`src/rtl/core/bcd2ep_pkg.sv`:
```
// ----------------------------------------------------------------------------
// bcd2ep_pkg
// Shared widths, constants and month table for the BCD calendar to epoch
// seconds converter and its checker.
// ----------------------------------------------------------------------------
package bcd2ep_pkg;

    // Field widths of one input word
    localparam int YEAR_W   = 16;
    localparam int MONTH_W  = 5;
    localparam int DAY_W    = 6;
    localparam int HOUR_W   = 6;
    localparam int MINUTE_W = 7;
    localparam int SECOND_W = 7;

    // Result width, signed seconds
    localparam int EPOCH_W  = 40;

    // Calendar constants
    localparam int SECS_PER_DAY  = 3600 * 24;
    localparam int DAYS_PER_YEAR = 365;
    localparam int YEAR_BASE     = 1900;
    localparam int EPOCH_OFFSET  = 70;
    localparam int LEAP4_OFFSET  = 69;
    localparam int LEAP100_OFFSET = 1;
    localparam int LEAP400_OFFSET = 299;

    // Reciprocals for divide by 100 and by 400, exact for magnitudes below 43690
    localparam int RECIP_DIV = 5243;
    localparam int SHIFT_DIV100 = 19;
    localparam int SHIFT_DIV400 = 21;

    // Output range bounds
    localparam longint EPOCH_MIN = -64'sd70000000000;
    localparam longint EPOCH_MAX = 64'sd500000000000;

    typedef logic [8:0] t_yday;
    typedef logic [3:0] t_midx;

    // Days elapsed before the first of the month, normal and leap years
    function automatic t_yday days_before_month(input t_midx idx, input logic leap);
        t_yday d;
        unique case (idx)
            4'd0:    d = 9'd0;
            4'd1:    d = 9'd31;
            4'd2:    d = leap ? 9'd60  : 9'd59;
            4'd3:    d = leap ? 9'd91  : 9'd90;
            4'd4:    d = leap ? 9'd121 : 9'd120;
            4'd5:    d = leap ? 9'd152 : 9'd151;
            4'd6:    d = leap ? 9'd182 : 9'd181;
            4'd7:    d = leap ? 9'd213 : 9'd212;
            4'd8:    d = leap ? 9'd244 : 9'd243;
            4'd9:    d = leap ? 9'd274 : 9'd273;
            4'd10:   d = leap ? 9'd305 : 9'd304;
            4'd11:   d = leap ? 9'd335 : 9'd334;
            default: d = 9'd0;
        endcase
        return d;
    endfunction

endpackage

```
`src/rtl/core/bcd_calendar_to_epoch_seconds.sv`:
```
// ----------------------------------------------------------------------------
// bcd_calendar_to_epoch_seconds
// Converts one packed BCD date and time word into signed seconds since
// 1970-01-01 00:00:00, through a five-register pipeline.
// ----------------------------------------------------------------------------
// Stages: five registers; a word accepted into stage A passes stages B, C and D
//   and shows as a valid result word in register E, from where it can be taken.
// Throughput: one word per cycle; the pipeline advances as a whole and holds
//   only while the output word is valid and stalled.
// Reset: synchronous, active low; clears every stage valid, payload registers
//   keep their contents.
module bcd_calendar_to_epoch_seconds (
    input  logic                                 i_clk,
    input  logic                                 i_rst_n,
    input  logic                                 i_valid,
    output logic                                 o_stall,
    input  logic [bcd2ep_pkg::YEAR_W-1:0]        i_year_bcd,
    input  logic [bcd2ep_pkg::MONTH_W-1:0]       i_month_bcd,
    input  logic [bcd2ep_pkg::DAY_W-1:0]         i_day_bcd,
    input  logic [bcd2ep_pkg::HOUR_W-1:0]        i_hour_bcd,
    input  logic [bcd2ep_pkg::MINUTE_W-1:0]      i_minute_bcd,
    input  logic [bcd2ep_pkg::SECOND_W-1:0]      i_second_bcd,
    output logic                                 o_valid,
    input  logic                                 i_stall,
    output logic signed [bcd2ep_pkg::EPOCH_W-1:0] o_epoch_seconds
);

    // Pipeline advance: hold everything while the result word is stalled
    logic r_e_vld;
    logic w_adv;
    assign w_adv   = !(r_e_vld && i_stall);
    assign o_stall = !w_adv;

    // ------------------------------------------------------------------
    // Stage A: input register
    // ------------------------------------------------------------------
    logic                                 r_a_vld;
    logic [bcd2ep_pkg::YEAR_W-1:0]        r_a_year;
    logic [bcd2ep_pkg::MONTH_W-1:0]       r_a_month;
    logic [bcd2ep_pkg::DAY_W-1:0]         r_a_day;
    logic [bcd2ep_pkg::HOUR_W-1:0]        r_a_hour;
    logic [bcd2ep_pkg::MINUTE_W-1:0]      r_a_minute;
    logic [bcd2ep_pkg::SECOND_W-1:0]      r_a_second;

    always_ff @(posedge i_clk) begin
        if (!i_rst_n) begin
            r_a_vld <= 1'b0;
        end else if (w_adv) begin
            r_a_vld <= i_valid;
        end
    end

    always_ff @(posedge i_clk) begin
        if (w_adv) begin
            r_a_year   <= i_year_bcd;
            r_a_month  <= i_month_bcd;
            r_a_day    <= i_day_bcd;
            r_a_hour   <= i_hour_bcd;
            r_a_minute <= i_minute_bcd;
            r_a_second <= i_second_bcd;
        end
    end

    // ------------------------------------------------------------------
    // Stage B: weight digits, leap flag, month offset, time of day
    // ------------------------------------------------------------------
    logic [14:0]              w_year;
    logic [7:0]               w_year_lo;
    logic [7:0]               w_year_hi;
    logic                     w_cent;
    logic                     w_leap;
    logic [4:0]               w_mon;
    bcd2ep_pkg::t_midx        w_midx;
    logic [5:0]               w_day;
    logic [5:0]               w_hr;
    logic [6:0]               w_mn;
    logic [6:0]               w_sc;
    logic [17:0]              w_hms;

    always_comb begin
        // Two low digits and the century count, nibbles above 9 as they are
        w_year_lo = 8'(r_a_year[7:4]) * 8'd10 + 8'(r_a_year[3:0]);
        w_year    = 15'(r_a_year[15:12]) * 15'd1000 + 15'(r_a_year[11:8]) * 15'd100
                  + 15'(w_year_lo);
        w_cent    = (w_year_lo == 8'd0) || (w_year_lo == 8'd100);
        w_year_hi = 8'(r_a_year[15:12]) * 8'd10 + 8'(r_a_year[11:8])
                  + 8'(w_year_lo >= 8'd100);
        w_leap    = ((w_year[1:0] == 2'd0) && !w_cent)
                  || (w_cent && (w_year_hi[1:0] == 2'd0));

        // Clamp month to 1..12
        w_mon = 5'(r_a_month[4] ? 5'd10 : 5'd0) + 5'(r_a_month[3:0]);
        priority if (w_mon == 5'd0) begin
            w_midx = 4'd0;
        end else if (w_mon > 5'd12) begin
            w_midx = 4'd11;
        end else begin
            w_midx = 4'(w_mon - 5'd1);
        end

        w_day = 6'(r_a_day[5:4]) * 6'd10 + 6'(r_a_day[3:0]);
        w_hr  = 6'(r_a_hour[5:4]) * 6'd10 + 6'(r_a_hour[3:0]);
        w_mn  = 7'(r_a_minute[6:4]) * 7'd10 + 7'(r_a_minute[3:0]);
        w_sc  = 7'(r_a_second[6:4]) * 7'd10 + 7'(r_a_second[3:0]);
        w_hms = (18'(w_hr) * 18'd60 + 18'(w_mn)) * 18'd60 + 18'(w_sc);
    end

    logic                     r_b_vld;
    logic [14:0]              r_b_year;
    bcd2ep_pkg::t_yday        r_b_mdays;
    logic [5:0]               r_b_day;
    logic [17:0]              r_b_hms;

    always_ff @(posedge i_clk) begin
        if (!i_rst_n) begin
            r_b_vld <= 1'b0;
        end else if (w_adv) begin
            r_b_vld <= r_a_vld;
        end
    end

    always_ff @(posedge i_clk) begin
        if (w_adv) begin
            r_b_year  <= w_year;
            r_b_mdays <= bcd2ep_pkg::days_before_month(w_midx, w_leap);
            r_b_day   <= w_day;
            r_b_hms   <= w_hms;
        end
    end

    // ------------------------------------------------------------------
    // Stage C: year terms, divisions truncate toward zero
    // ------------------------------------------------------------------
    logic signed [15:0] w_ty;
    logic signed [15:0] w_a365;
    logic signed [15:0] w_a4;
    logic signed [15:0] w_a100;
    logic signed [15:0] w_a400;
    logic [13:0]        w_m4;
    logic [13:0]        w_m100;
    logic [13:0]        w_m400;
    logic [26:0]        w_p100;
    logic [26:0]        w_p400;
    logic signed [12:0] w_q4u;
    logic signed [8:0]  w_q100u;
    logic signed [6:0]  w_q400u;
    logic signed [23:0] w_y365;

    always_comb begin
        w_ty   = $signed({1'b0, r_b_year}) - 16'(bcd2ep_pkg::YEAR_BASE);
        w_a365 = w_ty - 16'(bcd2ep_pkg::EPOCH_OFFSET);
        w_a4   = w_ty - 16'(bcd2ep_pkg::LEAP4_OFFSET);
        w_a100 = w_ty - 16'(bcd2ep_pkg::LEAP100_OFFSET);
        w_a400 = w_ty + 16'(bcd2ep_pkg::LEAP400_OFFSET);

        // Magnitudes, then unsigned quotients
        w_m4   = w_a4[15]   ? 14'(-w_a4)   : 14'(w_a4);
        w_m100 = w_a100[15] ? 14'(-w_a100) : 14'(w_a100);
        w_m400 = w_a400[15] ? 14'(-w_a400) : 14'(w_a400);
        w_p100 = 27'(w_m100) * 27'(bcd2ep_pkg::RECIP_DIV);
        w_p400 = 27'(w_m400) * 27'(bcd2ep_pkg::RECIP_DIV);

        w_q4u   = $signed({1'b0, w_m4[13:2]});
        w_q100u = $signed({1'b0, 8'(w_p100 >> bcd2ep_pkg::SHIFT_DIV100)});
        w_q400u = $signed({1'b0, 6'(w_p400 >> bcd2ep_pkg::SHIFT_DIV400)});

        w_y365 = 24'(w_a365) * 24'(bcd2ep_pkg::DAYS_PER_YEAR);
    end

    logic                     r_c_vld;
    logic signed [23:0]       r_c_y365;
    logic signed [12:0]       r_c_q4;
    logic signed [8:0]        r_c_q100;
    logic signed [6:0]        r_c_q400;
    bcd2ep_pkg::t_yday        r_c_mdays;
    logic [5:0]               r_c_day;
    logic [17:0]              r_c_hms;

    always_ff @(posedge i_clk) begin
        if (!i_rst_n) begin
            r_c_vld <= 1'b0;
        end else if (w_adv) begin
            r_c_vld <= r_b_vld;
        end
    end

    // Restore the sign of each quotient
    always_ff @(posedge i_clk) begin
        if (w_adv) begin
            r_c_y365  <= w_y365;
            r_c_q4    <= w_a4[15]   ? -w_q4u   : w_q4u;
            r_c_q100  <= w_a100[15] ? -w_q100u : w_q100u;
            r_c_q400  <= w_a400[15] ? -w_q400u : w_q400u;
            r_c_mdays <= r_b_mdays;
            r_c_day   <= r_b_day;
            r_c_hms   <= r_b_hms;
        end
    end

    // ------------------------------------------------------------------
    // Stage D: total days since the epoch
    // ------------------------------------------------------------------
    logic signed [23:0] w_days;

    assign w_days = r_c_y365 + 24'(r_c_q4) - 24'(r_c_q100) + 24'(r_c_q400)
                  + 24'($signed({1'b0, r_c_mdays})) + 24'($signed({1'b0, r_c_day}))
                  - 24'sd1;

    logic                     r_d_vld;
    logic signed [23:0]       r_d_days;
    logic [17:0]              r_d_hms;

    always_ff @(posedge i_clk) begin
        if (!i_rst_n) begin
            r_d_vld <= 1'b0;
        end else if (w_adv) begin
            r_d_vld <= r_c_vld;
        end
    end

    always_ff @(posedge i_clk) begin
        if (w_adv) begin
            r_d_days <= w_days;
            r_d_hms  <= r_c_hms;
        end
    end

    // ------------------------------------------------------------------
    // Stage E: scale days to seconds, add time of day, result register
    // ------------------------------------------------------------------
    logic signed [41:0] w_secs;

    assign w_secs = 42'(r_d_days) * 42'(bcd2ep_pkg::SECS_PER_DAY)
                  + 42'($signed({1'b0, r_d_hms}));

    logic signed [bcd2ep_pkg::EPOCH_W-1:0] r_e_secs;

    always_ff @(posedge i_clk) begin
        if (!i_rst_n) begin
            r_e_vld <= 1'b0;
        end else if (w_adv) begin
            r_e_vld <= r_d_vld;
        end
    end

    always_ff @(posedge i_clk) begin
        if (w_adv) begin
            r_e_secs <= w_secs[bcd2ep_pkg::EPOCH_W-1:0];
        end
    end

    assign o_valid         = r_e_vld;
    assign o_epoch_seconds = r_e_secs;

endmodule

```
`config.mk`:
```
export PLATFORM = sky130hd
export DESIGN_NAME = bcd_calendar_to_epoch_seconds
export DESIGN_NICKNAME = d
export VERILOG_FILES = /design/src/rtl/core/bcd2ep_pkg.sv /design/src/rtl/core/bcd_calendar_to_epoch_seconds.sv
export SDC_FILE = /design/constraint.sdc
export NUM_CORES = 2
export LEC_CHECK = 0
export BUFFER_PORTS_ARGS = -buffer_cell sky130_fd_sc_hd__buf_2
export CAP_MARGIN = 40
export CORE_ASPECT_RATIO = 0.9
export CORE_MARGIN = 3
export CORE_UTILIZATION = 25
export CTS_BUF_LIST = sky130_fd_sc_hd__clkbuf_16
export CTS_CLUSTER_DIAMETER = 100
export CTS_CLUSTER_SIZE = 20
export DETAILED_ROUTE_END_ITERATION = 6
export GPL_TIMING_DRIVEN = 0
export HOLD_SLACK_MARGIN = 0.1
export PLACE_DENSITY = 0.42
export SKIP_LAST_GASP = 1
export SYNTH_ARGS = -nofsm -noshare
export SYNTH_HDL_FRONTEND = slang
export SYNTH_SLANG_ARGS = --single-unit
```
`constraint.sdc`:
```
create_clock -name i_clk -period 15.75 [get_ports i_clk]
set_clock_uncertainty 0.15 [all_clocks]
set_input_delay 1.575 -clock i_clk [delete_from_list [all_inputs] [get_ports i_clk]]
set_output_delay 1.575 -clock i_clk [all_outputs]
set_load 0.02 [all_outputs]
```
* After elaboration in Yosys (flattened, before gate mapping)
Index checks and enable logic that the tools add are counted.
Cells by class: add/sub/neg operators 31, multiply operators 14, div/mod/pow operators 0, $lt $le $gt $ge 2, eq/ne operators 12, shift-type cells 0, multiplexer cells 20, bitwise operators 0, reduce and logical (&&, ||, !) cells 10
Operators with widths (number):
- case mux 9 bit (11 select lines) | 1
- multiplier 14 x 13 -> 27 bit, second input constant | 2
- adder 24 x 7 -> 24 bit | 2
- 2-to-1 mux 14 bit | 3
- negation 14 bit | 3
- adder 40 x 19 -> 40 bit | 1
- multiplier 24 x 11 -> 33 bit, second input constant | 1
- subtractor 16 x 8 -> 16 bit, second input constant | 2
- adder 24 x 10 -> 24 bit | 1
- adder 24 x 13 -> 24 bit | 1
- multiplier 16 x 10 -> 24 bit, second input constant | 1
- subtractor 24 x 2 -> 24 bit, second input constant | 1
- subtractor 24 x 9 -> 24 bit | 1
- adder 18 x 7 -> 18 bit | 1
- adder 16 x 10 -> 16 bit, second input constant | 1
- == test 4 x 3 -> 1 bit, second input constant | 4
- == test 4 bit, second input constant | 4
- multiplier 13 x 4 -> 16 bit, second input constant | 1
- 2-to-1 mux 4 bit | 4
- subtractor 15 x 11 -> 16 bit, second input constant | 1
- subtractor 16 x 2 -> 16 bit, second input constant | 1
- adder 14 x 11 -> 15 bit | 1
- adder 15 x 8 -> 15 bit | 1
- adder 7 x 4 -> 7 bit | 2
- 34 further kinds | 48
Word-level totals: bits in registers 268, bits in latches 0, RAM bits 0, memory bits (read-only) 0, bits of input ports 51, memories kept 0

* Longest topological paths before layout
depth after elaboration 9, gate-level depth with buffers 36

* Worst setup path after synthesis
OpenSTA, ideal clock, no wires.
path kind in2out, start input i_stall, end output o_stall, arrival 8654 ps, path slack 5371 ps, cell stages on the path 2, cells stage by stage nand2_1 > inv_1
On the way: cells in the longest elaborated chain, start to end 1
Ends and longest elaborated chain:
- from (decl) | RTL line bcd_calendar_to_epoch_seconds.sv:24 | input logic i_stall,
- logical AND 1 bit | RTL line bcd_calendar_to_epoch_seconds.sv:31 | assign w_adv = !(r_e_vld && i_stall);
- to (decl) | RTL line bcd_calendar_to_epoch_seconds.sv:16 | output logic o_stall,
Every way passes these cells.

* Final worst setup path
start register r_b_year[0], end register r_c_q400[5] (data pin)
On the way: cells in the longest elaborated chain, start to end 7
Ends and longest elaborated chain:
- from (decl) | RTL line bcd_calendar_to_epoch_seconds.sv:109 | logic [14:0] r_b_year;
- from (signal assigned) | RTL line bcd_calendar_to_epoch_seconds.sv:124 | r_b_year <= w_year;
- subtractor 15 x 11 -> 16 bit * | RTL line bcd_calendar_to_epoch_seconds.sv:150 | w_ty = $signed({1'b0, r_b_year}) - 16'(bcd2ep_pkg::YEAR_BASE);
- adder 16 x 10 -> 16 bit * | RTL line bcd_calendar_to_epoch_seconds.sv:154 | w_a400 = w_ty + 16'(bcd2ep_pkg::LEAP400_OFFSET);
- negation 14 bit | RTL line bcd_calendar_to_epoch_seconds.sv:159 | w_m400 = w_a400[15] ? 14'(-w_a400) : 14'(w_a400);
- 2-to-1 mux 14 bit | RTL line bcd_calendar_to_epoch_seconds.sv:159
- multiplier 14 x 13 -> 27 bit | RTL line bcd_calendar_to_epoch_seconds.sv:161 | w_p400 = 27'(w_m400) * 27'(bcd2ep_pkg::RECIP_DIV);
- negation 6 -> 7 bit | RTL line bcd_calendar_to_epoch_seconds.sv:193 | r_c_q400 <= w_a400[15] ? -w_q400u : w_q400u;
- 2-to-1 mux 6 bit * | RTL line bcd_calendar_to_epoch_seconds.sv:193
- to (signal assigned) | RTL line bcd_calendar_to_epoch_seconds.sv:193
- to (decl) | RTL line bcd_calendar_to_epoch_seconds.sv:174 | logic signed [6:0] r_c_q400;
Every way passes the cells marked *; elsewhere a longest branch is shown, timed or not. A chain may end at the register's enable or synchronous reset.

==> impl_metrics.csv <==
group,metric,value,unit
route,dr.first_iter.drc_count,812,
critical_path,start_kind,"flop",
critical_path,rr_endpoint,"r_c_q400[5]",
grt,globalRouteOverflowTotal,0,
floorplanning,die_h,352,um
cells_and_area,n_fill_cell,13900,
floorplanning,die_area,137000,um^2
route,dr.pass1.iters,5,
route,drt-total-wl,69000,um
critical_path,crit_path_frequent_cell,"fa_1",
sta,setup_viol,0,
sta,slew_headroom,37.2,%
critical_path,reg2reg_depth,32,
critical_path,required,15.99,ns
grt,grt_max_degree,64,
cells_and_area,syn_to_final_growth,11.8,%
hold_path,hold_class,"flop to flop",
critical_path,crit_start,"r_b_year[0]",
yosys,synth_seq_cells,268,
cells_and_area,num_antenna_cells,0,
critical_path,critPathMaxFanout,10,
job,drv_cap,0,
route,wire_per_inst,13.6,um
cells_and_area,stdcell_area,37100,um^2
cts,post-cts-setup-buffers,0,
route,num_vias,20800,
yosys,ys.flop_type,"edfxtp_1",
sta,fin_crit_sh,66.4,%
route,via_per_inst,4.10,
yosys,syn-cell-area,33200,um^2
placement,post_dp_cell_area,36100,um^2
cells_and_area,drive_gt1_share,6.44,%
grt,grt_usage,10.3,%
cts,cts_root_buffer,"clkbuf_16",
grt,grt_pass1_vias,21600,
route,drc,0,
placement,place_congestion,0.798,
grt,grt_antenna_before_repair,2,
placement,place_hpwl,58800,um
yosys,yosysSeqAreaShare,24.1,%
critical_path,r2r_start,"r_b_year[0]",
critical_path,cp.arrival,10.70,ns
critical_path,crit_end,"r_c_q400[5]",
sta,tns,0,ns
grt,grt_first_pass_wirelength,116000,um
yosys,syn_inst,3186,
sta,rsz0062_at_grt,"false",
sta,finalMaxSlewViolations,0,
placement,dp_cells,5032,
critical_path,cp_slowest_cell,"edfxtp_1",
critical_path,critPathKind,"flop to flop",
cts,post_cts_resized,0,
route,drtAntennaViolNets,0,
sta,min_period,10.46,ns
floorplanning,start_util,25.2,%
cts,clk_path_buf_depth,3,
yosys,synth-warning-count,0,
yosys,ys_async_sr_fraction,0,%
critical_path,regToRegSetupSlack,5.29,ns
critical_path,end_kind,"flop",
critical_path,cpPeakStageDelay,0.75,ns
yosys,avgSynthCellArea,10.4,um^2
sta,hold_viol,0,
cts,htreeDepth,1,
critical_path,crit_cells,32,
critical_path,crit_family,"adder cells",
yosys,synth_edf_count,263,
cts,tritoncts,"yes",
floorplanning,core-area,131000,um^2
cts,cts_hold_buf,0,
placement,io_buffer_count,92,
floorplanning,num_rows,126,
cts,clkTransAtPathRegs,0.08,ns
cells_and_area,layout.nets,4280,
sta,tightest_slew,0.931,ns
cts,clock_sinks,268,
status,status,"complete, no violations",
floorplanning,io_pins,93,
critical_path,cp_num_buf_inv,7,
yosys,syn-num-nets,4133,
cells_and_area,stdcell_count,5080,
floorplanning,die_w,390,um
cts,cts_buffers,27,
yosys,synth.distinct_cells,96,
sta,max_freq,95.6,MHz
cts,clkLatencyLatePin,0.64,ns
-- layout by cell type, fill, tap and decap left out, types with 13 or more instances in the layout --
cell type,Yosys,routed
inv_1,686,686
ha_1,544,544
fa_1,352,352
edfxtp_1,263,263
xnor2_1,226,226
a21oi_1,146,146
nor2_1,133,133
nand2_1,117,116
buf_2,7,102
xor2_1,94,94
o21ai_0,72,72
a21o_1,62,62
nor3_1,39,39
nand3_1,37,37
clkbuf_1,30,30
clkbuf_16,0,27
o21bai_1,25,25
and2_1,21,21
a31oi_1,21,21
o21a_1,20,20
and3_1,19,19
nor2b_1,19,19
buf_4,2,18
nand2b_1,16,16
or3_1,14,14
nand4_1,13,13
-- worst reg2reg max path, delay by kind of cell (launching register included) --
family                   cells  cell delay, ns
multiplexers                 1            0.18
AO/OA/AOI/OAI                7            1.80
adder cells (fa/ha/maj)      8            3.32
XOR/XNOR                     3            1.38
AND/OR/NAND/NOR              6            1.32
flip-flops                   1            0.75
buffers and inverters        7            1.30
-- state kept, by name (all words and copies together) (netlist names), 7 cells and up --
| register | flops |
|---|---|
| o_epoch_seconds | 40 |
| r_a_minute | 7 |
| r_a_second | 7 |
| r_a_year | 16 |
| r_b_hms | 18 |
| r_b_mdays | 9 |
| r_b_year | 15 |
| r_c_hms | 18 |
| r_c_mdays | 9 |
| r_c_q100 | 9 |
| r_c_q4 | 13 |
| r_c_q400 | 7 |
| r_c_y365 | 24 |
| r_d_days | 24 |
| r_d_hms | 18 |
-- worst min-delay path by stage --
| stage | to | slack [ns] | start | depth (start not counted) |
|---|---|---|---|---|
| 3_3_place_gp | r_d_hms[1] | 0.25 | r_c_hms[1] | 0 |
| 2_1_floorplan | o_epoch_seconds[0] | 0.25 | r_d_hms[0] | 0 |
| 5_1_grt | r_c_mdays[5] | 0.28 | r_b_mdays[5] | 0 |
| 4_1_cts | o_epoch_seconds[3] | 0.27 | r_d_hms[3] | 0 |
| 6_report | o_epoch_seconds[0] | 0.27 | r_d_hms[0] | 0 |
| 3_5_place_dp | r_c_hms[10] | 0.25 | r_b_hms[10] | 0 |
-- cells by family after synthesis --
logic type / share of synthesized area (%)
flip-flops: 24.1
XOR/XNOR: 8.80
buffers and inverters: 8.31
AO/OA/AOI/OAI: 9.39
AND/OR/NAND/NOR: 7.34
adder cells (fa/ha/maj): 41.8
multiplexers: 0.245
-- layer usage --
metal | wire length [um] | up-vias | global-route usage [%]
met5 | 0 | - | 0
met4 | 1300 | 0 | 1.94
met3 | 1700 | 55 | 1.15
met2 | 30000 | 153 | 16.3
met1 | 36000 | 9747 | 15.2
li1 | - | 10900 | -
-- through the flow --
stage / hold WS, ns / utilization, % / setup WS [ns]
floorplan: 0.250 / - / 5.37
global placement: 0.251 / 27.2 / 1.63
detailed placement: 0.255 / 27.5 / 5.29
CTS: 0.272 / 28.2 / 5.23
global route: 0.281 / 28.2 / 4.70
finish: 0.270 / 28.2 / 5.29
-- synthesized netlist by cell type, types with 12 or more instances --
library cell  number  area [um^2]
and3_1            19          119
nor2_1           133          499
o21bai_1          25          188
a21o_1            62          465
nor2b_1           19          119
clkbuf_1          30          113
o21a_1            20          150
or2_2             12         75.1
a211oi_1          12         90.1
nand3_1           37          185
edfxtp_1         263         7900
xnor2_1          226         1980
a31oi_1           21          131
nand2b_1          16          100
o21ai_0           72          360
nand4_1           13         81.3
nand2_1          117          439
inv_1            686         2570
xor2_1            94          823
and2_1            21          131
nor3_1            39          195
or3_1             14         87.6
a21oi_1          146          731
fa_1             352         7050
ha_1             544         6810
-- cell type report --
cell class | count | area (um^2) | share of cell area, %
inverters | 688 | 2580 | 6.96
plain buffers | 42 | 174 | 0.469
clock buffers | 27 | 676 | 1.82
well taps | 1728 | 2160 | 5.83
repair buffers | 118 | 764 | 2.06
clock inverters | 21 | 320 | 0.863
multi-input cells | 2188 | 22400 | 60.4
flip-flops and latches | 268 | 8000 | 21.6
Power is left out: the tool's default activity adds up to more than one toggle a clock period on the data nets, which glitch-free logic cannot reach.
